**src/sv/hmb_pkg.sv**
```systemverilog
// ----------------------------------------------------------------------------
// hmb_pkg: shared types and constants of the heightmap mesh builder
// Word layouts, request codes, status codes and the handshake structs
// that run between the controller, the divider and the normalizer.
// ----------------------------------------------------------------------------
package hmb_pkg;

    localparam int MAX_SIDE   = 256;
    localparam int SIDE_W     = 9;
    localparam int CELLS      = MAX_SIDE * MAX_SIDE;
    localparam int ADDR_W     = $clog2(CELLS);
    localparam int CNT_W      = ADDR_W + 1;
    localparam int TRI_W      = ADDR_W + 2;
    localparam int DIV_CNT_W  = $clog2(ADDR_W);
    localparam int SUM_W      = 20;
    localparam int NRM_W      = 16;
    localparam int UNIT       = 16384;
    localparam int RESET_NTRI = 2 * (MAX_SIDE - 1) * (MAX_SIDE - 1);

    // request kinds
    localparam logic [1:0] K_LOAD = 2'd0;
    localparam logic [1:0] K_VERT = 2'd1;
    localparam logic [1:0] K_TRI  = 2'd2;

    // result status codes
    localparam logic [1:0] ST_LOADED = 2'd0;
    localparam logic [1:0] ST_BUILT  = 2'd1;
    localparam logic [1:0] ST_OK     = 2'd2;
    localparam logic [1:0] ST_BAD    = 2'd3;

    typedef struct packed {
        logic        [1:0]  kind;
        logic signed [15:0] height;
        logic        [15:0] plate_id;
        logic        [16:0] address;
    } t_in_word;

    typedef struct packed {
        logic        [1:0]  status;
        logic signed [15:0] pos_x;
        logic signed [15:0] pos_y;
        logic signed [15:0] pos_z;
        logic signed [15:0] normal_x;
        logic signed [15:0] normal_y;
        logic signed [15:0] normal_z;
        logic        [15:0] plate_out;
        logic        [15:0] index_a;
        logic        [15:0] index_b;
        logic        [15:0] index_c;
    } t_out_word;

    // one entry of the normal-sum memory, also the normalizer input
    typedef struct packed {
        logic signed [SUM_W-1:0] x;
        logic signed [SUM_W-1:0] y;
        logic signed [SUM_W-1:0] z;
    } t_vec;

    typedef struct packed {
        logic signed [NRM_W-1:0] x;
        logic signed [NRM_W-1:0] y;
        logic signed [NRM_W-1:0] z;
    } t_nrm;

    typedef struct packed {
        logic start;
        t_vec vec;
    } t_nrm_req;

    typedef struct packed {
        logic done;
        t_nrm nrm;
    } t_nrm_rsp;

    typedef struct packed {
        logic              start;
        logic [ADDR_W-1:0] dividend;
        logic [SIDE_W-1:0] divisor;
    } t_div_req;

    typedef struct packed {
        logic              done;
        logic [ADDR_W-1:0] quo;
        logic [SIDE_W-1:0] rem;
    } t_div_rsp;

endpackage

```
**src/sv/hmb_div.sv**
```systemverilog
// ----------------------------------------------------------------------------
// hmb_div: restoring divider, one quotient bit per cycle
// Splits a vertex index or quad number into row and column.
// ----------------------------------------------------------------------------
module hmb_div (
    input  logic              i_clk,
    input  logic              i_rst_n,
    input  hmb_pkg::t_div_req i_req,
    output hmb_pkg::t_div_rsp o_rsp
);

    logic                                r_busy;
    logic                                r_done;
    logic [hmb_pkg::DIV_CNT_W-1:0]       r_cnt;
    logic [hmb_pkg::SIDE_W-1:0]          r_rem;
    logic [hmb_pkg::ADDR_W-1:0]          r_quo;
    logic [hmb_pkg::SIDE_W-1:0]          r_dvs;
    logic [hmb_pkg::SIDE_W:0]            trial;
    logic                                ge;

    assign trial = {r_rem, r_quo[hmb_pkg::ADDR_W-1]};
    assign ge    = trial >= {1'b0, r_dvs};

    always_ff @(posedge i_clk) begin
        if (!i_rst_n) begin
            r_busy <= 1'b0;
            r_done <= 1'b0;
            r_cnt  <= '0;
        end else begin
            r_done <= 1'b0;
            if (i_req.start) begin
                r_busy <= 1'b1;
                r_cnt  <= '0;
                r_rem  <= '0;
                r_quo  <= i_req.dividend;
                r_dvs  <= i_req.divisor;
            end else if (r_busy) begin
                r_rem <= ge ? hmb_pkg::SIDE_W'(trial - {1'b0, r_dvs})
                            : hmb_pkg::SIDE_W'(trial);
                r_quo <= {r_quo[hmb_pkg::ADDR_W-2:0], ge};
                r_cnt <= r_cnt + 1'b1;
                if (r_cnt == hmb_pkg::DIV_CNT_W'(hmb_pkg::ADDR_W - 1)) begin
                    r_busy <= 1'b0;
                    r_done <= 1'b1;
                end
            end
        end
    end

    assign o_rsp.done = r_done;
    assign o_rsp.quo  = r_quo;
    assign o_rsp.rem  = r_rem;

endmodule

```
**config.mk**
```make
export PLATFORM = sky130hd
export DESIGN_NAME = hmb_div
export DESIGN_NICKNAME = d
export VERILOG_FILES = /design/src/sv/hmb_pkg.sv /design/src/sv/hmb_div.sv
export SDC_FILE = /design/constraint.sdc
export NUM_CORES = 1
export LEC_CHECK = 0
export BUFFER_PORTS_ARGS = -buffer_cell sky130_fd_sc_hd__buf_2
export CORE_ASPECT_RATIO = 0.6
export CORE_MARGIN = 5
export CORE_UTILIZATION = 30
export CTS_CLUSTER_DIAMETER = 80
export CTS_CLUSTER_SIZE = 8
export DETAILED_ROUTE_END_ITERATION = 8
export SLEW_MARGIN = 10
export SYNTH_ARGS = -nofsm -noshare
export SYNTH_HDL_FRONTEND = slang
export SYNTH_SLANG_ARGS = --single-unit
```
**constraint.sdc**
```tcl
create_clock -name i_clk -period 2.45 [get_ports i_clk]
set_input_delay 0 -clock i_clk [delete_from_list [all_inputs] [get_ports i_clk]]
set_output_delay 0 -clock i_clk [all_outputs]
set_load 0.02 [all_outputs]
```
==> results.sh <==
export IMPL_finalCriticalPeriod_ns=2.28
export IMPL_reg2regPathDepth=6
export IMPL_port_buffers=53
export IMPL_r2r_start="r_rem[3]"
export IMPL_cts_htree_levels=2
export IMPL_postSynth_asyncResetShare_pct=0
export IMPL_finalSetupViolations=0
export IMPL_hold_end="r_quo[3]"
export IMPL_num_io_pins=54
export IMPL_num_rows=23
export IMPL_die_y_microns=74.5
export IMPL_die_w_microns=117
export IMPL_internal_power_uw=1340
export IMPL_drive_gt1_share_pct=38.2
export IMPL_cts_sinks=40
export IMPL_regToRegEndpoint="r_quo[0]"
export IMPL_dp_hpwl_mm=3.57
export IMPL_cts_root_buf="clkbuf_16"
export IMPL_antenna_cells=0
export IMPL_cp_start_kind="flop"
export IMPL_p_seq_share_pct=44.9
export IMPL_netlist_instances=166
export IMPL_dr_pass1_iters=4
export IMPL_grt_max_degree=28
export IMPL_maxCapViolations=0
export IMPL_worstPathArrival_ns=2.31
export IMPL_path_clk_slew_ns=0.06
export IMPL_layout_commonest_cell="buf_2"
export IMPL_skew_ns=0.00601
export IMPL_ys_types=42
export IMPL_wl_mm=4.79
export IMPL_synth_area_per_cell_sq_um=12.5
export IMPL_share_comb_of_total_power_pct=21.2
export IMPL_synth_top_flop_cell="edfxtp_1"
export IMPL_tightest_slew_ns=0.561
export IMPL_grt_util_all_layers_pct=11.3
export IMPL_vias=1489
export IMPL_final_hold_viol_count=0
export IMPL_core_sq_um=6710
export IMPL_critPathKind="flop to flop"
export IMPL_routed_via_density=4.65
export IMPL_grt_overflow_total=0
export IMPL_detail_route_antenna_nets=0
export IMPL_synth_edf_count=34
export IMPL_syn_nets=205
export IMPL_status="finished clean"
export IMPL_irDropWorstVdd_mv=0.333
export IMPL_antenna_found_initial=0
export IMPL_crit_start="r_rem[3]"
export IMPL_r2r_setup_slack_ns=0.17
export IMPL_grt_pass1_wl_mm=7.71
export IMPL_path_max_fanout=6
export IMPL_seq_area_frac_synth_pct=54.9
export IMPL_yosys_register_bits=40
export IMPL_drt_initial_drc_count=54
export IMPL_cts_buffer_depth=2
export IMPL_fp_dieArea_sq_um=8750
export IMPL_fin_crit_sh_pct=93.2
export IMPL_hp_class="primary input to flop"
export IMPL_final_core_util_pct=40.0
export IMPL_worstSetupEndpointType="flop"
export IMPL_tns_ns=0
export IMPL_pwr_share_clk_pct=33.9
export IMPL_yosysWarnings=0
export IMPL_p_per_area_nw_per_um2=690
export IMPL_start_util_pct=31.0
export IMPL_grt_pass1_vias=1518
export IMPL_final_cell_mix="buf_2 (53), edfxtp_1 (34), mux2_2 (16)"
export IMPL_switching_share_pct=27.4
export IMPL_relSlewSlack_pct=62.6
export IMPL_place_congestion=0.907
export IMPL_cts_buffers=5
export IMPL_final_nets=271
export IMPL_leakage_uw=0.00109
export IMPL_netlist_area_sq_um=2080
export IMPL_synthToLayoutAreaGrowth_pct=29.1
export IMPL_required_ns=2.48
export IMPL_clk_insertion_delay_late_ns=0.28
export IMPL_min_from="i_req[12]"
export IMPL_rsz0062_at_grt="false"
export IMPL_cts_tree="done"
export IMPL_max_freq_mhz=438
export IMPL_holdPathStages=2
export IMPL_drv_slew=0
export IMPL_p_sw_uw=507
export IMPL_drcViolationCount=0
export IMPL_wl_per_cell_microns=15.0
export IMPL_power_uw=1850
[power groups by stage]
stage | sequential [uW] | combinational [uW] | clock, uW
global route | 837 | 435 | 674
global placement | 844 | 373 | 0
detailed placement | 844 | 375 | 0
finish | 831 | 393 | 628
floorplan | 878 | 227 | 0
CTS | 831 | 387 | 646
[cells in the mapped netlist (all sizes together), types with 4 or more instances]
| cell | number | area, sq um |
|---|---|---|
| nor2 | 9 | 36.3 |
| ha | 10 | 125 |
| nand2 | 10 | 37.5 |
| nand3 | 7 | 35.0 |
| o21ai | 6 | 30.0 |
| mux2 | 16 | 180 |
| a21oi | 7 | 38.8 |
| edfxtp | 34 | 1020 |
| inv | 12 | 45.0 |
| nor3 | 4 | 20.0 |
| a21o | 5 | 40.0 |
| dfxtp | 6 | 120 |
[registers in the layout, summed over array words and instances, names as in the netlist]
register / flops
r_dvs: 9
r_rem: 9
r_done: 1
r_quo: 16
r_cnt: 4
r_busy: 1
[per-stage QoR]
| stage | area [sq um] | setup WS (ns) | hold slack, ns | std cells |
|---|---|---|---|---|
| finish | 2680 | 0.167 | 0.0196 | 320 |
| detailed placement | 2440 | 0.119 | 0.179 | 303 |
| global placement | 2440 | 0.132 | 0.178 | 303 |
| CTS | 2670 | 0.118 | 0.0125 | 320 |
| floorplan | 2080 | 0.141 | 0.0989 | 166 |
| global route | 2680 | 0.00917 | 0.00974 | 320 |
[cell type report]
class                      count  area, sq um
clock inverter                 2         11.3
fill                         661         4020
multi-input combinational    109          878
clock buffer                   6          129
inverter                      12         45.0
tap                           87          109
sequential                    40         1140
timing repair buffer          64          370
[how the worst max path moves through the flow]
stage          slack (ns)  cells past startpoint        to
3_3_place_gp         0.13                      7  r_rem[7]
3_5_place_dp         0.12                      9  r_quo[0]
6_report             0.17                      6  r_quo[0]
2_1_floorplan        0.14                      9  r_quo[0]
5_1_grt             0.009                     10  r_rem[7]
4_1_cts              0.12                      9  r_quo[0]
[cell families (layout without fill, tap and decap cells)]
| group | after synthesis | in the layout | share of synthesized area [%] |
|---|---|---|---|
| AOI/OAI and AO/OA | 36 | 36 | 12.9 |
| xor gates and xnor gates | 5 | 5 | 2.11 |
| adders and majority gates | 11 | 11 | 6.98 |
| buffers and inverters | 17 | 84 | 3.67 |
| DFF | 40 | 40 | 54.9 |
| muxes | 17 | 17 | 9.15 |
| and+or+nand+nor | 40 | 40 | 10.2 |
[what timing repair did]
| item | 4_1_cts | 5_1_grt |
|---|---|---|
| endpoints found under the hold margin | 9 | 0 |
| buffers inserted | 0 | 0 |
| gates resized for setup | 0 | 6 |
| hold buffers | 9 | 0 |
| endpoints found under the setup margin | 0 | 7 |
[routing by layer]
layer,global-route usage [%],vias to the layer above,part of all wire [%]
met4,2.67,0,0.36
li1,-,761,-
met5,0,-,0
met2,14.7,49,38
met3,4.56,2,8.2
met1,17.1,677,54
[critical path, cell delays in order (launching register included)]
cell	delay, ns
edfxtp_1	0.43
ha_1	0.41
a21o_1	0.27
a21oi_2	0.31
a31o_4	0.24
nand2_2	0.10
mux2_2	0.28
No activity file was read; power rests on OpenSTA's default activity.
