===== config.mk =====
export PLATFORM = sky130hd
export DESIGN_NAME = hmb_norm
export DESIGN_NICKNAME = d
export VERILOG_FILES = /design/src/sv/hmb_pkg.sv /design/src/sv/hmb_norm.sv
export SDC_FILE = /design/constraint.sdc
export NUM_CORES = 2
export LEC_CHECK = 0
export ABC_AREA = 1
export BUFFER_PORTS_ARGS = -buffer_cell sky130_fd_sc_hd__buf_2
export CAP_MARGIN = 20
export CORE_MARGIN = 1.5
export CORE_UTILIZATION = 37
export DETAILED_ROUTE_END_ITERATION = 10
export MAX_ROUTING_LAYER = met4
export REMOVE_ABC_BUFFERS = 1
export SLEW_MARGIN = 0
export SYNTH_ARGS = -nofsm -noshare
export SYNTH_HDL_FRONTEND = slang
export SYNTH_SLANG_ARGS = --single-unit

===== constraint.sdc =====
create_clock -name i_clk -period 23 [get_ports i_clk]
set_clock_uncertainty 0.1 [all_clocks]
set_input_delay 1.15 -clock i_clk [delete_from_list [all_inputs] [get_ports i_clk]]
set_output_delay 1.15 -clock i_clk [all_outputs]
set_load 0.005 [all_outputs]

===== src/sv/hmb_pkg.sv =====
// ----------------------------------------------------------------------------
// hmb_pkg: shared types and constants of the heightmap mesh builder
// Word layouts, request codes, status codes and the handshake structs
// that run between the controller, the divider and the normalizer.
// ----------------------------------------------------------------------------
package hmb_pkg;

    localparam int MAX_SIDE   = 256;
    localparam int SIDE_W     = 9;
    localparam int CELLS      = MAX_SIDE * MAX_SIDE;
    localparam int ADDR_W     = $clog2(CELLS);
    localparam int CNT_W      = ADDR_W + 1;
    localparam int TRI_W      = ADDR_W + 2;
    localparam int DIV_CNT_W  = $clog2(ADDR_W);
    localparam int SUM_W      = 20;
    localparam int NRM_W      = 16;
    localparam int UNIT       = 16384;
    localparam int RESET_NTRI = 2 * (MAX_SIDE - 1) * (MAX_SIDE - 1);

    // request kinds
    localparam logic [1:0] K_LOAD = 2'd0;
    localparam logic [1:0] K_VERT = 2'd1;
    localparam logic [1:0] K_TRI  = 2'd2;

    // result status codes
    localparam logic [1:0] ST_LOADED = 2'd0;
    localparam logic [1:0] ST_BUILT  = 2'd1;
    localparam logic [1:0] ST_OK     = 2'd2;
    localparam logic [1:0] ST_BAD    = 2'd3;

    typedef struct packed {
        logic        [1:0]  kind;
        logic signed [15:0] height;
        logic        [15:0] plate_id;
        logic        [16:0] address;
    } t_in_word;

    typedef struct packed {
        logic        [1:0]  status;
        logic signed [15:0] pos_x;
        logic signed [15:0] pos_y;
        logic signed [15:0] pos_z;
        logic signed [15:0] normal_x;
        logic signed [15:0] normal_y;
        logic signed [15:0] normal_z;
        logic        [15:0] plate_out;
        logic        [15:0] index_a;
        logic        [15:0] index_b;
        logic        [15:0] index_c;
    } t_out_word;

    // one entry of the normal-sum memory, also the normalizer input
    typedef struct packed {
        logic signed [SUM_W-1:0] x;
        logic signed [SUM_W-1:0] y;
        logic signed [SUM_W-1:0] z;
    } t_vec;

    typedef struct packed {
        logic signed [NRM_W-1:0] x;
        logic signed [NRM_W-1:0] y;
        logic signed [NRM_W-1:0] z;
    } t_nrm;

    typedef struct packed {
        logic start;
        t_vec vec;
    } t_nrm_req;

    typedef struct packed {
        logic done;
        t_nrm nrm;
    } t_nrm_rsp;

    typedef struct packed {
        logic              start;
        logic [ADDR_W-1:0] dividend;
        logic [SIDE_W-1:0] divisor;
    } t_div_req;

    typedef struct packed {
        logic              done;
        logic [ADDR_W-1:0] quo;
        logic [SIDE_W-1:0] rem;
    } t_div_rsp;

endpackage


===== src/sv/hmb_norm.sv =====
// ----------------------------------------------------------------------------
// hmb_norm: vector normalizer to Q1.14
// Squares and sums the components, takes an integer square root two bits
// a cycle, then divides each component by the root one bit a cycle.
// ----------------------------------------------------------------------------
module hmb_norm (
    input  logic              i_clk,
    input  logic              i_rst_n,
    input  hmb_pkg::t_nrm_req i_req,
    output hmb_pkg::t_nrm_rsp o_rsp
);

    localparam int ACC_W = 2 * hmb_pkg::SUM_W;
    localparam int RAD_W = ACC_W + 16;
    localparam int ROOT_STEPS = RAD_W / 2;
    localparam int S_W = RAD_W / 2 + 1;
    localparam int NUM_W = hmb_pkg::SUM_W + 23;

    localparam logic [2:0] N_IDLE = 3'd0;
    localparam logic [2:0] N_SQ   = 3'd1;
    localparam logic [2:0] N_CHK  = 3'd2;
    localparam logic [2:0] N_ROOT = 3'd3;
    localparam logic [2:0] N_DSET = 3'd4;
    localparam logic [2:0] N_DIV  = 3'd5;
    localparam logic [2:0] N_DFIN = 3'd6;

    logic [2:0]                    r_st;
    logic                          r_done;
    hmb_pkg::t_vec                 r_vec;
    hmb_pkg::t_nrm                 r_res;
    logic [1:0]                    r_k;
    logic [ACC_W-1:0]              r_acc;
    logic [RAD_W-1:0]              r_rad;
    logic [RAD_W-1:0]              r_root;
    logic [RAD_W-1:0]              r_bit;
    logic [4:0]                    r_cnt;
    logic [S_W-1:0]                r_rem;
    logic [15:0]                   r_low;
    logic [15:0]                   r_quo;
    logic                          r_neg;

    logic signed [hmb_pkg::SUM_W-1:0]   comp;
    logic signed [2*hmb_pkg::SUM_W-1:0] sq;
    logic [RAD_W-1:0]                   root_try;
    logic [S_W-1:0]                     s_val;
    logic [hmb_pkg::SUM_W-1:0]          mag;
    logic [NUM_W-1:0]                   num;
    logic [S_W:0]                       trial;
    logic                               ge;
    logic [15:0]                        qsat;
    logic signed [hmb_pkg::NRM_W-1:0]   qval;

    always_comb begin
        case (r_k)
            2'd0:    comp = r_vec.x;
            2'd1:    comp = r_vec.y;
            default: comp = r_vec.z;
        endcase
    end

    assign sq       = comp * comp;
    assign root_try = r_root + r_bit;
    assign s_val    = r_root[S_W-1:0];
    assign mag      = comp[hmb_pkg::SUM_W-1] ? hmb_pkg::SUM_W'(-comp)
                                             : hmb_pkg::SUM_W'(comp);
    assign num      = (NUM_W'(mag) << 22) + NUM_W'(s_val >> 1);
    assign trial    = {r_rem, r_low[15]};
    assign ge       = trial >= {1'b0, s_val};
    assign qsat     = (r_quo > 16'(hmb_pkg::UNIT)) ? 16'(hmb_pkg::UNIT) : r_quo;
    assign qval     = r_neg ? hmb_pkg::NRM_W'(-qsat) : hmb_pkg::NRM_W'(qsat);

    always_ff @(posedge i_clk) begin
        if (!i_rst_n) begin
            r_st   <= N_IDLE;
            r_done <= 1'b0;
        end else begin
            r_done <= 1'b0;
            case (r_st)
                N_IDLE: begin
                    if (i_req.start) begin
                        r_vec <= i_req.vec;
                        r_acc <= '0;
                        r_k   <= 2'd0;
                        r_st  <= N_SQ;
                    end
                end
                N_SQ: begin
                    r_acc <= r_acc + ACC_W'(unsigned'(sq));
                    if (r_k == 2'd2) begin
                        r_k  <= 2'd0;
                        r_st <= N_CHK;
                    end else begin
                        r_k <= r_k + 1'b1;
                    end
                end
                N_CHK: begin
                    if (r_acc == '0) begin
                        // zero-length vector: report zero
                        r_res  <= '0;
                        r_done <= 1'b1;
                        r_st   <= N_IDLE;
                    end else begin
                        r_rad  <= {r_acc, 16'h0000};
                        r_root <= '0;
                        r_bit  <= RAD_W'(1) << (RAD_W - 2);
                        r_cnt  <= '0;
                        r_st   <= N_ROOT;
                    end
                end
                N_ROOT: begin
                    if (r_rad >= root_try) begin
                        r_rad  <= r_rad - root_try;
                        r_root <= (r_root >> 1) + r_bit;
                    end else begin
                        r_root <= r_root >> 1;
                    end
                    r_bit <= r_bit >> 2;
                    r_cnt <= r_cnt + 1'b1;
                    if (r_cnt == 5'(ROOT_STEPS - 1)) begin
                        r_st <= N_DSET;
                    end
                end
                N_DSET: begin
                    r_rem <= S_W'(num[NUM_W-1:16]);
                    r_low <= num[15:0];
                    r_neg <= comp[hmb_pkg::SUM_W-1];
                    r_quo <= '0;
                    r_cnt <= '0;
                    r_st  <= N_DIV;
                end
                N_DIV: begin
                    r_rem <= ge ? S_W'(trial - {1'b0, s_val}) : S_W'(trial);
                    r_quo <= {r_quo[14:0], ge};
                    r_low <= {r_low[14:0], 1'b0};
                    r_cnt <= r_cnt + 1'b1;
                    if (r_cnt == 5'd15) begin
                        r_st <= N_DFIN;
                    end
                end
                N_DFIN: begin
                    case (r_k)
                        2'd0:    r_res.x <= qval;
                        2'd1:    r_res.y <= qval;
                        default: r_res.z <= qval;
                    endcase
                    if (r_k == 2'd2) begin
                        r_done <= 1'b1;
                        r_st   <= N_IDLE;
                    end else begin
                        r_k  <= r_k + 1'b1;
                        r_st <= N_DSET;
                    end
                end
                default: r_st <= N_IDLE;
            endcase
        end
    end

    assign o_rsp.done = r_done;
    assign o_rsp.nrm  = r_res;

endmodule

==> impl_results.md <==
- Outcome: finished, final reports clean
- Max-slew headroom: 0.238
- Final core utilization: 0.406
- Io pins: 112
- Die area: roughly 120000 um2
- Pre-CTS setup slack: 13.41 ns
- Top Family by Delay on Critical Path: adder cells
- Synth Area in Compound Gates: 0.113
- Hold buffer count at cts: 0
- WL final: 133 mm
- CTS clk-pin slew, worst paths: 0.06 ns
- Core area: 114000 um2
- Top FF cell, synth: edfxtp_1
- Crit path largest cell delay: 1.15 ns
- Clock sink count: ~360
- Multi-input combinational cell area: 26700 um2
- Critical path peak fanout: 58
- Initial antenna violation count: 4
- Post-layout min period: 9.58 ns
- Post-synth EDFFs: 357
- Residual DRC: 0
- Area grow syn2layout: 9.10%
- Sequential area share after synthesis: 0.254
- Worst Tran Pin Value: around 1.1 ns
- Max Slew Vio Count: 0
- ANT nets after route: 0
- Post-synthesis adder-cell area fraction: 0.292
- Fraction of synthesized area in multiplexers: 0
- Clock buffer depth: 3
- Yosys warning total: 0
- Share of layout cells above drive strength 1: 0.0575
- Die Y: 342 um
- DR pass1 iterations: 6
- Final setup violation count: 0
- Mean post-synth cell area: between 7 and 8 um2
- Setup crit end kind: flop
- Routed vias: 35400
- Worst Path Buf+Inv: 8
- FF+latch count, synth: around 360
- Critical path required time: ~23 ns
- IO Port Bufs: 111
- Post-synthesis cell type count: 62
- RSZ-0062 raised after global routing: false
- CP Class: flop to flop
- Max_cap viols: 0
- Crit path launch type: flop
- Clock latency on the worst-skew pair: 0.62 ns
- Worst Path Arrival: 9.84 ns
- Drt wl/cell: approximately 19 um
- Post-DP HPWL: approximately 110 mm
- Top-count cell post-synth: inv_1
- Nets: 6238
- Setup Total Neg Slack: 0 ns
- Total track usage: 0.235
- Fin crit share: 0.416
- Fin worst setup slack: 13.42 ns
- Largest net degree at the start of global routing: between 60 and 70
- Setup Fix Bufs, Post-CTS: 0
- Synth Area in Simple Gates: 0.194
- Post-synthesis cell count: 5358
- Synth area leader: edfxtp_1
- Initial Util: 0.372
- Async SR Flop Fraction: 0
- Site Rows: about 120
- CTS Root Cell: clkbuf_16
- Global-route wire length before repair: 206 mm
- Post-Synth XOR/XNOR Area: 0.0291
- CP max stage cell: fa_1
- FILL cells: approximately 12000
- Num CTS Buffers: 44
- Vias in the first global route: 35600
- GP Congestion: between 0.9 and 1
- Die X: 342 um
- Ranking of synthesized cells by area: edfxtp_1, fa_1, inv_1
- Commonest cells in the synthesized netlist: inv_1, nand2_1, nor2_1
- Mapped Area: approximately 42000 um2
- Register area: 10800 um2
- Vias per cell: between 5 and 6
- GR Overflow Total: 0
- Yosys top cell area share: 0.253
- Fmax achieved: 104 MHz
- Combinational family with the most area after synthesis: adder cells
- CTS tree: done
- Hold Path Class: flop to flop
- Drt first-iter violations: 2744
- Post-CTS Resized: 0
- Endpoints failing hold: 0
- H-tree levels: 2
==> cell usage in the layout (no fill, tap or decap), types with 29 or more instances in the layout <==
cell	count
xor2_1	73
nor3_1	47
nand2_1	1077
nand4_1	51
fa_1	435
a31oi_1	29
o21ai_0	344
nand3_1	203
inv_1	1193
buf_2	111
edfxtp_1	357
a21oi_1	320
buf_4	33
nor2_1	450
ha_1	296
xnor2_1	68
clkbuf_16	44
==> final timing paths <==
path	start	end	slack [ns]	cells past startpoint
max	r_k[0]	r_acc[38]	13.42	30
min	r_low[12]	r_low[13]	0.43	2
max reg2reg	r_k[0]	r_acc[38]	13.42	30
min reg2reg	r_low[12]	r_low[13]	0.43	2
==> logic make-up after synthesis <==
group / Yosys count
DFF: 361
adders and majority gates: 731
xor gates and xnor gates: 141
buffers and inverters: 1314
and+or+nand+nor: 1950
AOI/OAI and AO/OA: 861
==> stage by stage <==
stage	cell area, um2	hold WS (ns)	instances
2_1_floorplan	42000	0.400	5253
3_3_place_gp	44800	0.411	6909
3_5_place_dp	44800	0.412	6909
6_report	46300	0.435	6990
5_1_grt	46300	0.467	6990
4_1_cts	46300	0.442	6988
==> registers in the layout, indices dropped and copies added (netlist names) <==
register and cells:
r_neg 1, r_root 56, r_rad 56, r_low 16, r_done 1, r_acc 40
r_vec 60, r_cnt 5, r_st 3, o_rsp 48, r_k 2, r_quo 16
r_bit 28, r_rem 29
==> worst register-to-register path, delay by kind of cell (launching register included) <==
kind                       cells  cell delay (ns)
adders and majority gates      9             4.60
and+or+nand+nor                7             2.40
buffers and inverters          8             0.96
AOI/OAI and AO/OA              6             0.91
DFF                            1             0.38
==> metal layers <==
layer | vias up | share of wire | global-route usage
met2 | 971 | 0.47 | 0.379
met3 | 161 | 0.053 | 0.0233
met5 | - | 0 | -
met4 | 0 | 0.028 | 0.0636
met1 | 17100 | 0.45 | 0.315
li1 | 17200 | - | -
==> layout make-up <==
cell class,instances,area share
diodes,1,0.0000540
clock buffers,49,0.0242
clock inverters,30,0.00900
inverters,1209,0.0980
multi-input cells,3683,0.577
flip-flops and latches,361,0.233
well taps,1512,0.0408
repair buffers,145,0.0179
Power is left out: the tool's default activity adds up to more than one toggle a clock period on the data nets, which glitch-free logic cannot reach.
